**src/hdl/cfs_pkg.sv**
```systemverilog
`timescale 1ns / 1ps
// Package for the CRC-16 checked frame sync block.
// Holds reset values, the polynomial, register indexes and the CRC unit control type.
package cfs_pkg;

  localparam int FRAME_BYTES_DEF = 10;

  localparam logic [7:0]  HEADER_RESET = 8'h61;
  localparam logic [15:0] SEED_RESET   = 16'hFFFF;
  localparam logic [15:0] CRC_POLY     = 16'h1021;

  localparam int CFG_INDEX_W = 2;
  localparam int CFG_DATA_W  = 16;

  localparam logic [CFG_INDEX_W-1:0] CFG_HEADER = 2'd0;
  localparam logic [CFG_INDEX_W-1:0] CFG_SEED   = 2'd1;

  // first: start from the seed rather than the running value
  // step:  fold one byte into the CRC this cycle
  typedef struct packed {
    logic first;
    logic step;
  } crc_ctrl_t;

endpackage

```
**src/hdl/cfs_if.sv**
```systemverilog
`timescale 1ns / 1ps
// Handshake channels of the frame sync block: received bytes, frame bytes, register writes.
// Depends on cfs_pkg for the register port widths.
interface cfs_byte_if;
  logic       valid;
  logic       ready;
  logic [7:0] rx_byte;

  modport source (output valid, output rx_byte, input ready);
  modport sink   (input valid, input rx_byte, output ready);
endinterface

interface cfs_frame_if;
  logic       valid;
  logic       ready;
  logic [7:0] frame_byte;
  logic       frame_last;

  modport source (output valid, output frame_byte, output frame_last, input ready);
  modport sink   (input valid, input frame_byte, input frame_last, output ready);
endinterface

interface cfs_cfg_if;
  logic                               valid;
  logic                               ready;
  logic [cfs_pkg::CFG_INDEX_W-1:0]    reg_index;
  logic [cfs_pkg::CFG_DATA_W-1:0]     wdata;

  modport source (output valid, output reg_index, output wdata, input ready);
  modport sink   (input valid, input reg_index, input wdata, output ready);
endinterface

```
**src/hdl/cfs_crc16.sv**
```systemverilog
`timescale 1ns / 1ps
// Byte-serial CRC-16 unit, polynomial 0x1021, MSB first, no reflection, no final XOR.
// Depends on cfs_pkg for the polynomial and the control struct.
module cfs_crc16 (
  input  logic               clk,
  input  cfs_pkg::crc_ctrl_t ctrl,
  input  logic [15:0]        seed,
  input  logic [7:0]         data,
  output logic [15:0]        crc
);

  logic [15:0] crc_next;

  function automatic logic [15:0] crc_byte(input logic [15:0] c_in, input logic [7:0] d);
    logic [15:0] c;
    c = c_in ^ {d, 8'h00};
    for (int b = 0; b < 8; b++) begin
      if (c[15]) begin
        c = {c[14:0], 1'b0} ^ cfs_pkg::CRC_POLY;
      end else begin
        c = {c[14:0], 1'b0};
      end
    end
    return c;
  endfunction

  assign crc_next = crc_byte(ctrl.first ? seed : crc, data);

  always_ff @(posedge clk) begin
    if (ctrl.step) begin
      crc <= crc_next;
    end
  end

endmodule

```
**src/hdl/crc16_checked_frame_sync.sv**
```systemverilog
`timescale 1ns / 1ps
// Flow: a byte that completes a good frame starts a check pass, after which the frame
//   leaves at one byte per cycle while taken.
// Throughput: one byte per cycle while the window fills; a full window then goes through
//   a check pass (one byte a cycle through the CRC unit) and, if good, is emitted.
// Reset: synchronous, clears window fill, state and registers (header 0x61, seed 0xFFFF).
//
// Top level of the CRC-16 checked frame sync. Uses cfs_pkg, the cfs interfaces and
// cfs_crc16.
//
// The window is a row of byte registers, oldest in entry 0. Incoming bytes are written
// at the fill position. Once full, the row rotates one place per cycle so every byte
// passes entry 0: the header is compared there, the first FRAME_BYTES-2 bytes go through
// the CRC unit, and the trailing two are captured as the received CRC. After a full turn
// the row is back in order. A good frame is then emitted from entry 0, rotating on each
// taken item; a bad one drops its oldest byte and scanning carries on.
module crc16_checked_frame_sync #(
  parameter int FRAME_BYTES = cfs_pkg::FRAME_BYTES_DEF
) (
  input  logic            clk,
  input  logic            rst,
  cfs_cfg_if.sink         cfg,
  cfs_byte_if.sink        rx,
  cfs_frame_if.source     frame
);

  localparam int IDX_W = $clog2(FRAME_BYTES);
  localparam logic [IDX_W-1:0] LAST_IDX = IDX_W'(FRAME_BYTES - 1);
  localparam logic [IDX_W-1:0] HI_IDX   = IDX_W'(FRAME_BYTES - 2);
  localparam logic [IDX_W-1:0] CRC_END  = IDX_W'(FRAME_BYTES - 3);

  typedef enum logic [2:0] {
    ST_IDLE  = 3'b001,
    ST_CHECK = 3'b010,
    ST_EMIT  = 3'b100
  } state_t;

  state_t             state;
  logic [IDX_W-1:0]   fill;       // bytes held while idle, never FRAME_BYTES
  logic [IDX_W-1:0]   cnt;        // position within the check or emit pass
  logic [7:0]         win [FRAME_BYTES];
  logic [7:0]         win_rot1 [FRAME_BYTES];  // rotated by one: next byte into entry 0
  logic [7:0]         win_rot2 [FRAME_BYTES];  // rotated by two: used to drop the oldest
  logic [7:0]         header_byte;
  logic [15:0]        crc_seed;
  logic               hdr_ok;
  logic [7:0]         recv_hi;
  logic [15:0]        crc_val;
  logic               frame_ok;
  cfs_pkg::crc_ctrl_t crc_ctrl;

  // ---------------------------------------------------------------- config
  assign cfg.ready = 1'b1;

  always_ff @(posedge clk) begin
    if (rst) begin
      header_byte <= cfs_pkg::HEADER_RESET;
      crc_seed    <= cfs_pkg::SEED_RESET;
    end else if (cfg.valid) begin
      case (cfg.reg_index)
        cfs_pkg::CFG_HEADER: header_byte <= cfg.wdata[7:0];
        cfs_pkg::CFG_SEED:   crc_seed    <= cfg.wdata;
        default: ;  // unknown index: ignored
      endcase
    end
  end

  // ---------------------------------------------------------------- window taps
  for (genvar i = 0; i < FRAME_BYTES; i++) begin : g_rot
    if (i == FRAME_BYTES - 1) begin : g_r1_wrap
      assign win_rot1[i] = win[0];
    end else begin : g_r1
      assign win_rot1[i] = win[i+1];
    end
    if (i + 2 >= FRAME_BYTES) begin : g_r2_wrap
      assign win_rot2[i] = win[i+2-FRAME_BYTES];
    end else begin : g_r2
      assign win_rot2[i] = win[i+2];
    end
  end

  // ---------------------------------------------------------------- CRC unit
  assign crc_ctrl.first = (cnt == '0);
  assign crc_ctrl.step  = (state == ST_CHECK) && (cnt <= CRC_END);

  cfs_crc16 u_crc (
    .clk  (clk),
    .ctrl (crc_ctrl),
    .seed (crc_seed),
    .data (win[0]),
    .crc  (crc_val)
  );

  // Last check cycle: entry 0 holds the low received CRC byte
  assign frame_ok = hdr_ok && (crc_val == {recv_hi, win[0]});

  // ---------------------------------------------------------------- handshakes
  assign rx.ready         = (state == ST_IDLE);
  assign frame.valid      = (state == ST_EMIT);
  assign frame.frame_byte = win[0];
  assign frame.frame_last = (cnt == LAST_IDX);

  // ---------------------------------------------------------------- control
  always_ff @(posedge clk) begin
    if (rst) begin
      state <= ST_IDLE;
      fill  <= '0;
      cnt   <= '0;
    end else begin
      case (state)
        ST_IDLE: begin
          if (rx.valid) begin
            if (fill == LAST_IDX) begin
              state <= ST_CHECK;
              cnt   <= '0;
            end else begin
              fill <= fill + 1'b1;
            end
          end
        end
        ST_CHECK: begin
          if (cnt == LAST_IDX) begin
            cnt <= '0;
            if (frame_ok) begin
              state <= ST_EMIT;
            end else begin
              state <= ST_IDLE;  // fill stays at FRAME_BYTES-1 after the drop
            end
          end else begin
            cnt <= cnt + 1'b1;
          end
        end
        ST_EMIT: begin
          if (frame.ready) begin
            if (cnt == LAST_IDX) begin
              cnt   <= '0;
              fill  <= '0;
              state <= ST_IDLE;
            end else begin
              cnt <= cnt + 1'b1;
            end
          end
        end
        default: begin
          state <= ST_IDLE;
          fill  <= '0;
          cnt   <= '0;
        end
      endcase
    end
  end

  // ---------------------------------------------------------------- window data
  always_ff @(posedge clk) begin
    case (state)
      ST_IDLE: begin
        if (rx.valid) begin
          win[fill] <= rx.rx_byte;
        end
      end
      ST_CHECK: begin
        if (cnt == '0) begin
          hdr_ok <= (win[0] == header_byte);
        end
        if (cnt == HI_IDX) begin
          recv_hi <= win[0];
        end
        // On a failed last step, rotating by two lands on the order with the oldest gone
        if (cnt == LAST_IDX && !frame_ok) begin
          win <= win_rot2;
        end else begin
          win <= win_rot1;
        end
      end
      ST_EMIT: begin
        if (frame.ready) begin
          win <= win_rot1;
        end
      end
      default: ;
    endcase
  end

  // ---------------------------------------------------------------- checks
`ifndef SYNTHESIS
  // A byte that fills the window starts a check: no further byte taken next cycle
  a_fill_starts_check: assert property (@(posedge clk) disable iff (rst)
    (rx.valid && rx.ready && fill == LAST_IDX) |=> !rx.ready)
    else $error("window full but input still ready");

  // After the final frame byte is taken the window is empty and input resumes
  a_last_empties: assert property (@(posedge clk) disable iff (rst)
    (frame.valid && frame.ready && frame.frame_last) |=> (fill == '0 && rx.ready))
    else $error("window not emptied after frame");

  // A frame always opens on a non-final byte, straight after a check pass
  a_frame_start: assert property (@(posedge clk) disable iff (rst)
    $rose(frame.valid) |-> (!frame.frame_last && $past(state == ST_CHECK)))
    else $error("frame emission started badly");

  // Input is never taken while a frame is being sent
  a_no_overlap: assert property (@(posedge clk) disable iff (rst)
    !(frame.valid && rx.ready))
    else $error("input ready during frame emission");
`endif

endmodule

```
**src/flat_wrapper.sv**
```systemverilog
// flat-port wrapper written by rule: the top's interface ports become plain ports
module crc16_checked_frame_sync_flat 
#(
  parameter int FRAME_BYTES = cfs_pkg::FRAME_BYTES_DEF
)
  (clk, rst, cfg_valid, cfg_reg_index, cfg_wdata, cfg_ready, rx_valid, rx_rx_byte, rx_ready, frame_valid, frame_frame_byte, frame_frame_last, frame_ready);
  cfs_cfg_if cfg_i ();
  cfs_byte_if rx_i ();
  cfs_frame_if frame_i ();
  input  logic clk;
  input  logic rst;
  input wire logic [$bits(cfg_i.valid)-1:0] cfg_valid;
  input wire logic [$bits(cfg_i.reg_index)-1:0] cfg_reg_index;
  input wire logic [$bits(cfg_i.wdata)-1:0] cfg_wdata;
  output wire logic [$bits(cfg_i.ready)-1:0] cfg_ready;
  input wire logic [$bits(rx_i.valid)-1:0] rx_valid;
  input wire logic [$bits(rx_i.rx_byte)-1:0] rx_rx_byte;
  output wire logic [$bits(rx_i.ready)-1:0] rx_ready;
  output wire logic [$bits(frame_i.valid)-1:0] frame_valid;
  output wire logic [$bits(frame_i.frame_byte)-1:0] frame_frame_byte;
  output wire logic [$bits(frame_i.frame_last)-1:0] frame_frame_last;
  input wire logic [$bits(frame_i.ready)-1:0] frame_ready;
  assign cfg_i.valid = cfg_valid;
  assign cfg_i.reg_index = cfg_reg_index;
  assign cfg_i.wdata = cfg_wdata;
  assign cfg_ready = cfg_i.ready;
  assign rx_i.valid = rx_valid;
  assign rx_i.rx_byte = rx_rx_byte;
  assign rx_ready = rx_i.ready;
  assign frame_valid = frame_i.valid;
  assign frame_frame_byte = frame_i.frame_byte;
  assign frame_frame_last = frame_i.frame_last;
  assign frame_i.ready = frame_ready;
  crc16_checked_frame_sync #(.FRAME_BYTES(FRAME_BYTES)) u_core (.clk(clk), .rst(rst), .cfg(cfg_i), .rx(rx_i), .frame(frame_i));
endmodule
```
**config.mk**
```make
export PLATFORM = sky130hd
export DESIGN_NAME = crc16_checked_frame_sync_flat
export DESIGN_NICKNAME = d
export VERILOG_FILES = /design/src/hdl/cfs_pkg.sv /design/src/hdl/cfs_if.sv /design/src/hdl/cfs_crc16.sv /design/src/hdl/crc16_checked_frame_sync.sv /design/src/flat_wrapper.sv
export SDC_FILE = /design/constraint.sdc
export NUM_CORES = 1
export LEC_CHECK = 0
export ABC_AREA = 1
export BUFFER_PORTS_ARGS = -buffer_cell sky130_fd_sc_hd__buf_2
export CAP_MARGIN = 20
export CORE_ASPECT_RATIO = 0.75
export CORE_UTILIZATION = 50
export CTS_BUF_LIST = sky130_fd_sc_hd__clkbuf_8
export CTS_CLUSTER_DIAMETER = 200
export CTS_CLUSTER_SIZE = 10
export DETAILED_ROUTE_END_ITERATION = 12
export PLACE_DENSITY = 0.73
export SYNTH_ARGS = -nofsm -noshare
export SYNTH_HDL_FRONTEND = slang
export SYNTH_SLANG_ARGS = --single-unit
```
**constraint.sdc**
```tcl
create_clock -name clk -period 3.94 [get_ports clk]
set_input_delay 1.182 -clock clk [delete_from_list [all_inputs] [get_ports clk]]
set_output_delay 1.182 -clock clk [all_outputs]
set_load 0.02 [all_outputs]
```
=== Word-level counts from Yosys, hierarchy flattened ===
Cells that the tools add are included.

* $add $sub $neg: 2
* Bitwise gates (word level): 11
* Mux-type cells: 33
* Magnitude comparators: 3
* Eq/ne operators: 15
* Reductions and logical operators: 16

{| class="wikitable"
|+ Operators by type and width
! kind !! number
|-
| 2-to-1 mux 80 bit || 3
|-
| one-hot mux 80 bit (3 select lines) || 1
|-
| 2-to-1 mux 13 bit || 8
|-
| bitwise mux 80 bit || 1
|-
| demux 8 bit (select 4 bit) || 1
|-
| 2-to-1 mux 4 bit || 8
|-
| inverter 3 bit || 8
|-
| one-hot mux 4 bit (3 select lines) || 2
|-
| 2-to-1 mux 3 bit || 6
|-
| == test 16 bit || 1
|-
| 2-to-1 mux 16 bit || 1
|-
| XOR 16 bit || 1
|-
| == test 4 bit, second input constant || 3
|-
| AND reduction 5 bit || 2
|-
| one-hot mux 3 bit (3 select lines) || 1
|-
| adder 4 x 1 -> 4 bit, second input constant || 2
|-
| == test 8 bit || 1
|-
| 2-to-1 mux 8 bit || 1
|-
| AND reduction 2 bit || 4
|-
| inequality test 2 x 1 -> 1 bit, second input constant || 3
|-
| inequality test 2 bit, second input constant || 3
|-
| AND reduction 3 bit || 2
|-
| greater-or-equal comparator 5 bit, second input constant || 1
|-
| less-than comparator 5 x 1 -> 1 bit, second input constant || 1
|-
| 12 further kinds || 15
|}

* Register bits after elaboration: 140

=== Longest topological paths before layout ===
* Depth after elaboration: 19
* Gate-level depth with buffers: 12
* Mapped depth without buffers: 11

=== Modules after synthesis ===
From an unflattened synthesis, not the netlist that was laid out.

* Cells, all modules: 1258
* Area total of the unflattened synthesis: 9001.1 µm²

{| class="wikitable"
|+ By module, submodules not included
! module !! cells each !! instances !! area an instance (µm²)
|-
| crc16_checked_frame_sync || 1061 || 1 || 7691.1
|-
| cfs_crc16 || 197 || 1 || 1310.0
|}

=== Least setup slack after synthesis ===
No wires, ideal clock.

* Kind: register -> output
* Start point: register u_core.cnt[1]
* End point: output frame_frame_last
* Cell stages (with the launch flop): 7
* Path slack: 1.422 ns
* Path buffers: 2
* Data arrival time: 1.336 ns
* Cell sequence: dfxtp_1 inv_1 ha_1 nand3_1 inv_1 buf_2 buf_1

* Longest elaborated chain between the ends: 1

{| class="wikitable"
|+ RTL lines
! what !! RTL line !! RTL
|-
| from (decl) || crc16_checked_frame_sync.sv:40 || <nowiki>logic [IDX_W-1:0] cnt;</nowiki>
|-
| from (signal assigned) || crc16_checked_frame_sync.sv:130 || <nowiki>cnt <= cnt + 1'b1;</nowiki>
|-
| from (signal assigned) || crc16_checked_frame_sync.sv:140 || <nowiki>cnt <= cnt + 1'b1;</nowiki>
|-
| == test 4 bit || crc16_checked_frame_sync.sv:101 || <nowiki>assign frame.frame_last = (cnt == LAST_IDX);</nowiki>
|-
| to (decl) || flat_wrapper.sv:21 || <nowiki>output wire logic [$bits(frame_i.frame_last)-1:0] frame_frame_last;</nowiki>
|}

Every way passes these cells.

=== Final worst setup path ===
Same ends and word-level chain as after synthesis.

==> impl_metrics.ini <==
[synthesis]
synth_nets = 1185
syn-cell-area_um2 = 8562
synth_area_leaders = edfxtp_1 (37%), nand2_1 (13%), nand3_1 (12%), dfxtp_1 (8.2%), a21oi_1 (5.7%)
synth_top_area_share_pct = 36.83
async_flop_share_pct = 0
synth_edf_count = 105
synth_top_area_cell = edfxtp_1
netlist_top_cells_count = nand2_1 (298), nand3_1 (197), inv_1 (120)
ys.flop_type = edfxtp_1
avgSynthCellArea_um2 = 7.465
synth.most_common_cell = nand2_1
ys_warn_count = 0
synth-seq-cells = 140
ys_types = 38
seq_area_frac_synth_pct = 45.01
syn-instance-count = 1147

[drt]
first_pass_iters = 5
drc = 0
via_per_inst = 5.829
drtAntennaViolNets = 0
routed_wl_um = 24590
avgRoutedWirePerCell_um = 17.95
drtIter0Drc = 972
vias = 7986

[cts]
tritoncts = built
cts-resized-gates = 0
cts_hold_buf = 0
cts_buffer_depth = 2
clock_sinks = 140
h-tree-depth = 4
numCtsBuffers = 17
clkTransAtPathRegs_ns = 0.08
clk_latency_ns = 0.47
cts_setup_buffers = 0
root_buffer = clkbuf_8

[sta]
rsz0062_at_grt = no
tightestPinTransition_ns = 0.9594
fin_skew_ns = 0.02279
hold_viol = 0
maxSlewHeadroom_pct = 36.04
fin_tns_setup_ns = 0
fin_ws_ns = 0.8932
fmax_mhz = 328.2
post-route-period-util_pct = 77.33
report.final.slew_viol_count = 0
finalSetupViolations = 0
final.min_clock_period_ns = 3.047

[layout]
n_antenna_cell = 0
syn_to_final_growth_pct = 6.737
nets = 1180
drive_above_1_share_pct = 8.918
final_core_util_pct = 54.48
fill_cells = 1576

[pwr]
p_sw_mw = 2.227
pwr-share-clk_pct = 23.8
leakage_nw = 4.167
cellInternalPower_mw = 3.250
seqPwrFrac_pct = 40.8
ir_drop_mv = 0.2753
powerDensity_nw_per_um2 = 599.3
comb_power_share_pct = 35.4
p_sw_share_pct = 40.66

[place]
place.gp.congestion = 0.9186
io_buffers = 41
hpwl_um = 16030
dp_slack_ns = 0.9839

[grt]
grt_pass1_wl_um = 38230
grt.overflow.total = 0
grt_max_degree = 83
grt_pass1_vias = 7028
antenna_found_initial = 0
grtUsageTotal_pct = 28.50

[floorplanning]
core_area_um2 = 16770
start_util_pct = 51.04
die_area_um2 = 17660
dieHeight_um = 115.3
boundaryPins = 43
die_w_um = 153.1
fp-row-count = 41

[critical_path]
crit_fanout = 20
cp-end-kind = primary output
r2r-start = u_core.state[1]$_SDFFE_PP0P_
critPathRequiredTime_ns = 2.76
crit_start = u_core.cnt[1]$_SDFFE_PP0P_
crit_chain = inv_1 -> ha_1 -> nand3_1 -> inv_2 -> buf_2
critPathMaxStageDelay_ns = 0.42
start_kind = register
arrival_ns = 1.86
rr_worst_depth = 9
critical_path.slowest_cell = inv_2
cp-endpoint = frame_frame_last
rrSetupSlack_ns = 1.10
crit_type = reg2out

[worst_hold_path]
holdPathStages = 2
worstHoldPathType = reg2reg

[job]
cap_violations = 0

[run_status]
status = completed
==> per-stage QoR <==
| step | std cells | area [um2] | power (mW) | hold WS, ns |
|---|---|---|---|---|
| final | 1370 | 9139 | 5.477 | 0.4773 |
| after global routing | 1370 | 9139 | 5.764 | 0.5043 |
| after CTS | 1370 | 9139 | 5.429 | 0.4750 |
| after detailed placement | 1338 | 8712 | 4.148 | 0.4518 |
| after global placement | 1338 | 8712 | 4.101 | 0.4528 |
| after floorplan | 1147 | 8562 | 3.636 | 0.4367 |
==> routing by layer <==
layer	global-route usage, %	vias to the layer above	wire length [um]
met1	43.02	3679	11340
met4	9.024	0	363
met5	0	-	0
met3	8.707	31	3027
met2	38.17	483	9856
li1	-	3793	-
==> how the worst min path moves through the flow <==
stage / startpoint / to / slack [ns]
after floorplan: u_core.crc_seed[0]$_SDFFE_PP1P_ / u_core.crc_seed[0]$_SDFFE_PP1P_ / 0.44
after global placement: u_core.crc_seed[3]$_SDFFE_PP1P_ / u_core.crc_seed[3]$_SDFFE_PP1P_ / 0.45
after detailed placement: u_core.crc_seed[5]$_SDFFE_PP1P_ / u_core.crc_seed[5]$_SDFFE_PP1P_ / 0.45
after CTS: u_core.crc_seed[5]$_SDFFE_PP1P_ / u_core.crc_seed[5]$_SDFFE_PP1P_ / 0.48
after global routing: u_core.header_byte[0]$_SDFFE_PP1P_ / u_core.header_byte[0]$_SDFFE_PP1P_ / 0.50
final: u_core.header_byte[0]$_SDFFE_PP1P_ / u_core.header_byte[0]$_SDFFE_PP1P_ / 0.48
==> cells by family after synthesis <==
kind of cell,count (synthesis),synth area share [%]
buffers and inverters,215,10.81
DFF,140,45.01
other,1,0.04380
and+or+nand+nor,627,32.43
xor gates and xnor gates,26,2.747
AOI/OAI and AO/OA,130,7.818
adders and majority gates,7,1.023
muxes,1,0.1169
==> final cells by class <==
| type | instances | area (um2) | share of cell area [%] |
|---|---|---|---|
| clock buffers | 17 | 234.0 | 2.560 |
| well taps | 215 | 269.0 | 2.944 |
| inverters | 141 | 529.3 | 5.791 |
| multi-input cells | 792 | 3787 | 41.44 |
| clock inverters | 15 | 192.7 | 2.108 |
| flip-flops and latches | 140 | 3854 | 42.17 |
| repair buffers | 50 | 272.8 | 2.985 |
==> cells in the final DEF (no fill, tap or decap), types with 2 or more instances in the layout <==
master     count
clkinv_4       2
inv_4          3
o21ai_1        7
buf_2         41
a21oi_1       97
o21ai_0       21
buf_4          9
clkbuf_8      17
nand3_1      197
inv_1        120
nand2_1      298
inv_2         13
clkinv_1       9
nand3b_1       4
nor3_2         2
bufinv_16      4
xnor2_1       10
inv_6          2
nor3_1        82
dfxtp_1       35
xor2_1        15
edfxtp_1     105
clkinv_2       3
nor2_1        32
ha_1           7
nand4_1        6
==> power by group through the flow <==
| stage | Clock (mW) | Sequential [mW] | Combinational, mW |
|---|---|---|---|
| 2_1_floorplan | 0 | 2.14 | 1.50 |
| 3_3_place_gp | 0 | 2.25 | 1.85 |
| 3_5_place_dp | 0 | 2.26 | 1.89 |
| 4_1_cts | 1.30 | 2.22 | 1.90 |
| 5_1_grt | 1.36 | 2.26 | 2.14 |
| 6_report | 1.30 | 2.23 | 1.94 |
==> critical path, delay by kind of cell, from the launching register on <==
kind	cells	cell delay, ns
adders and majority gates	1	0.15
and+or+nand+nor	1	0.14
buffers and inverters	3	0.78
DFF	1	0.33
(Power assumes the default switching activity.)
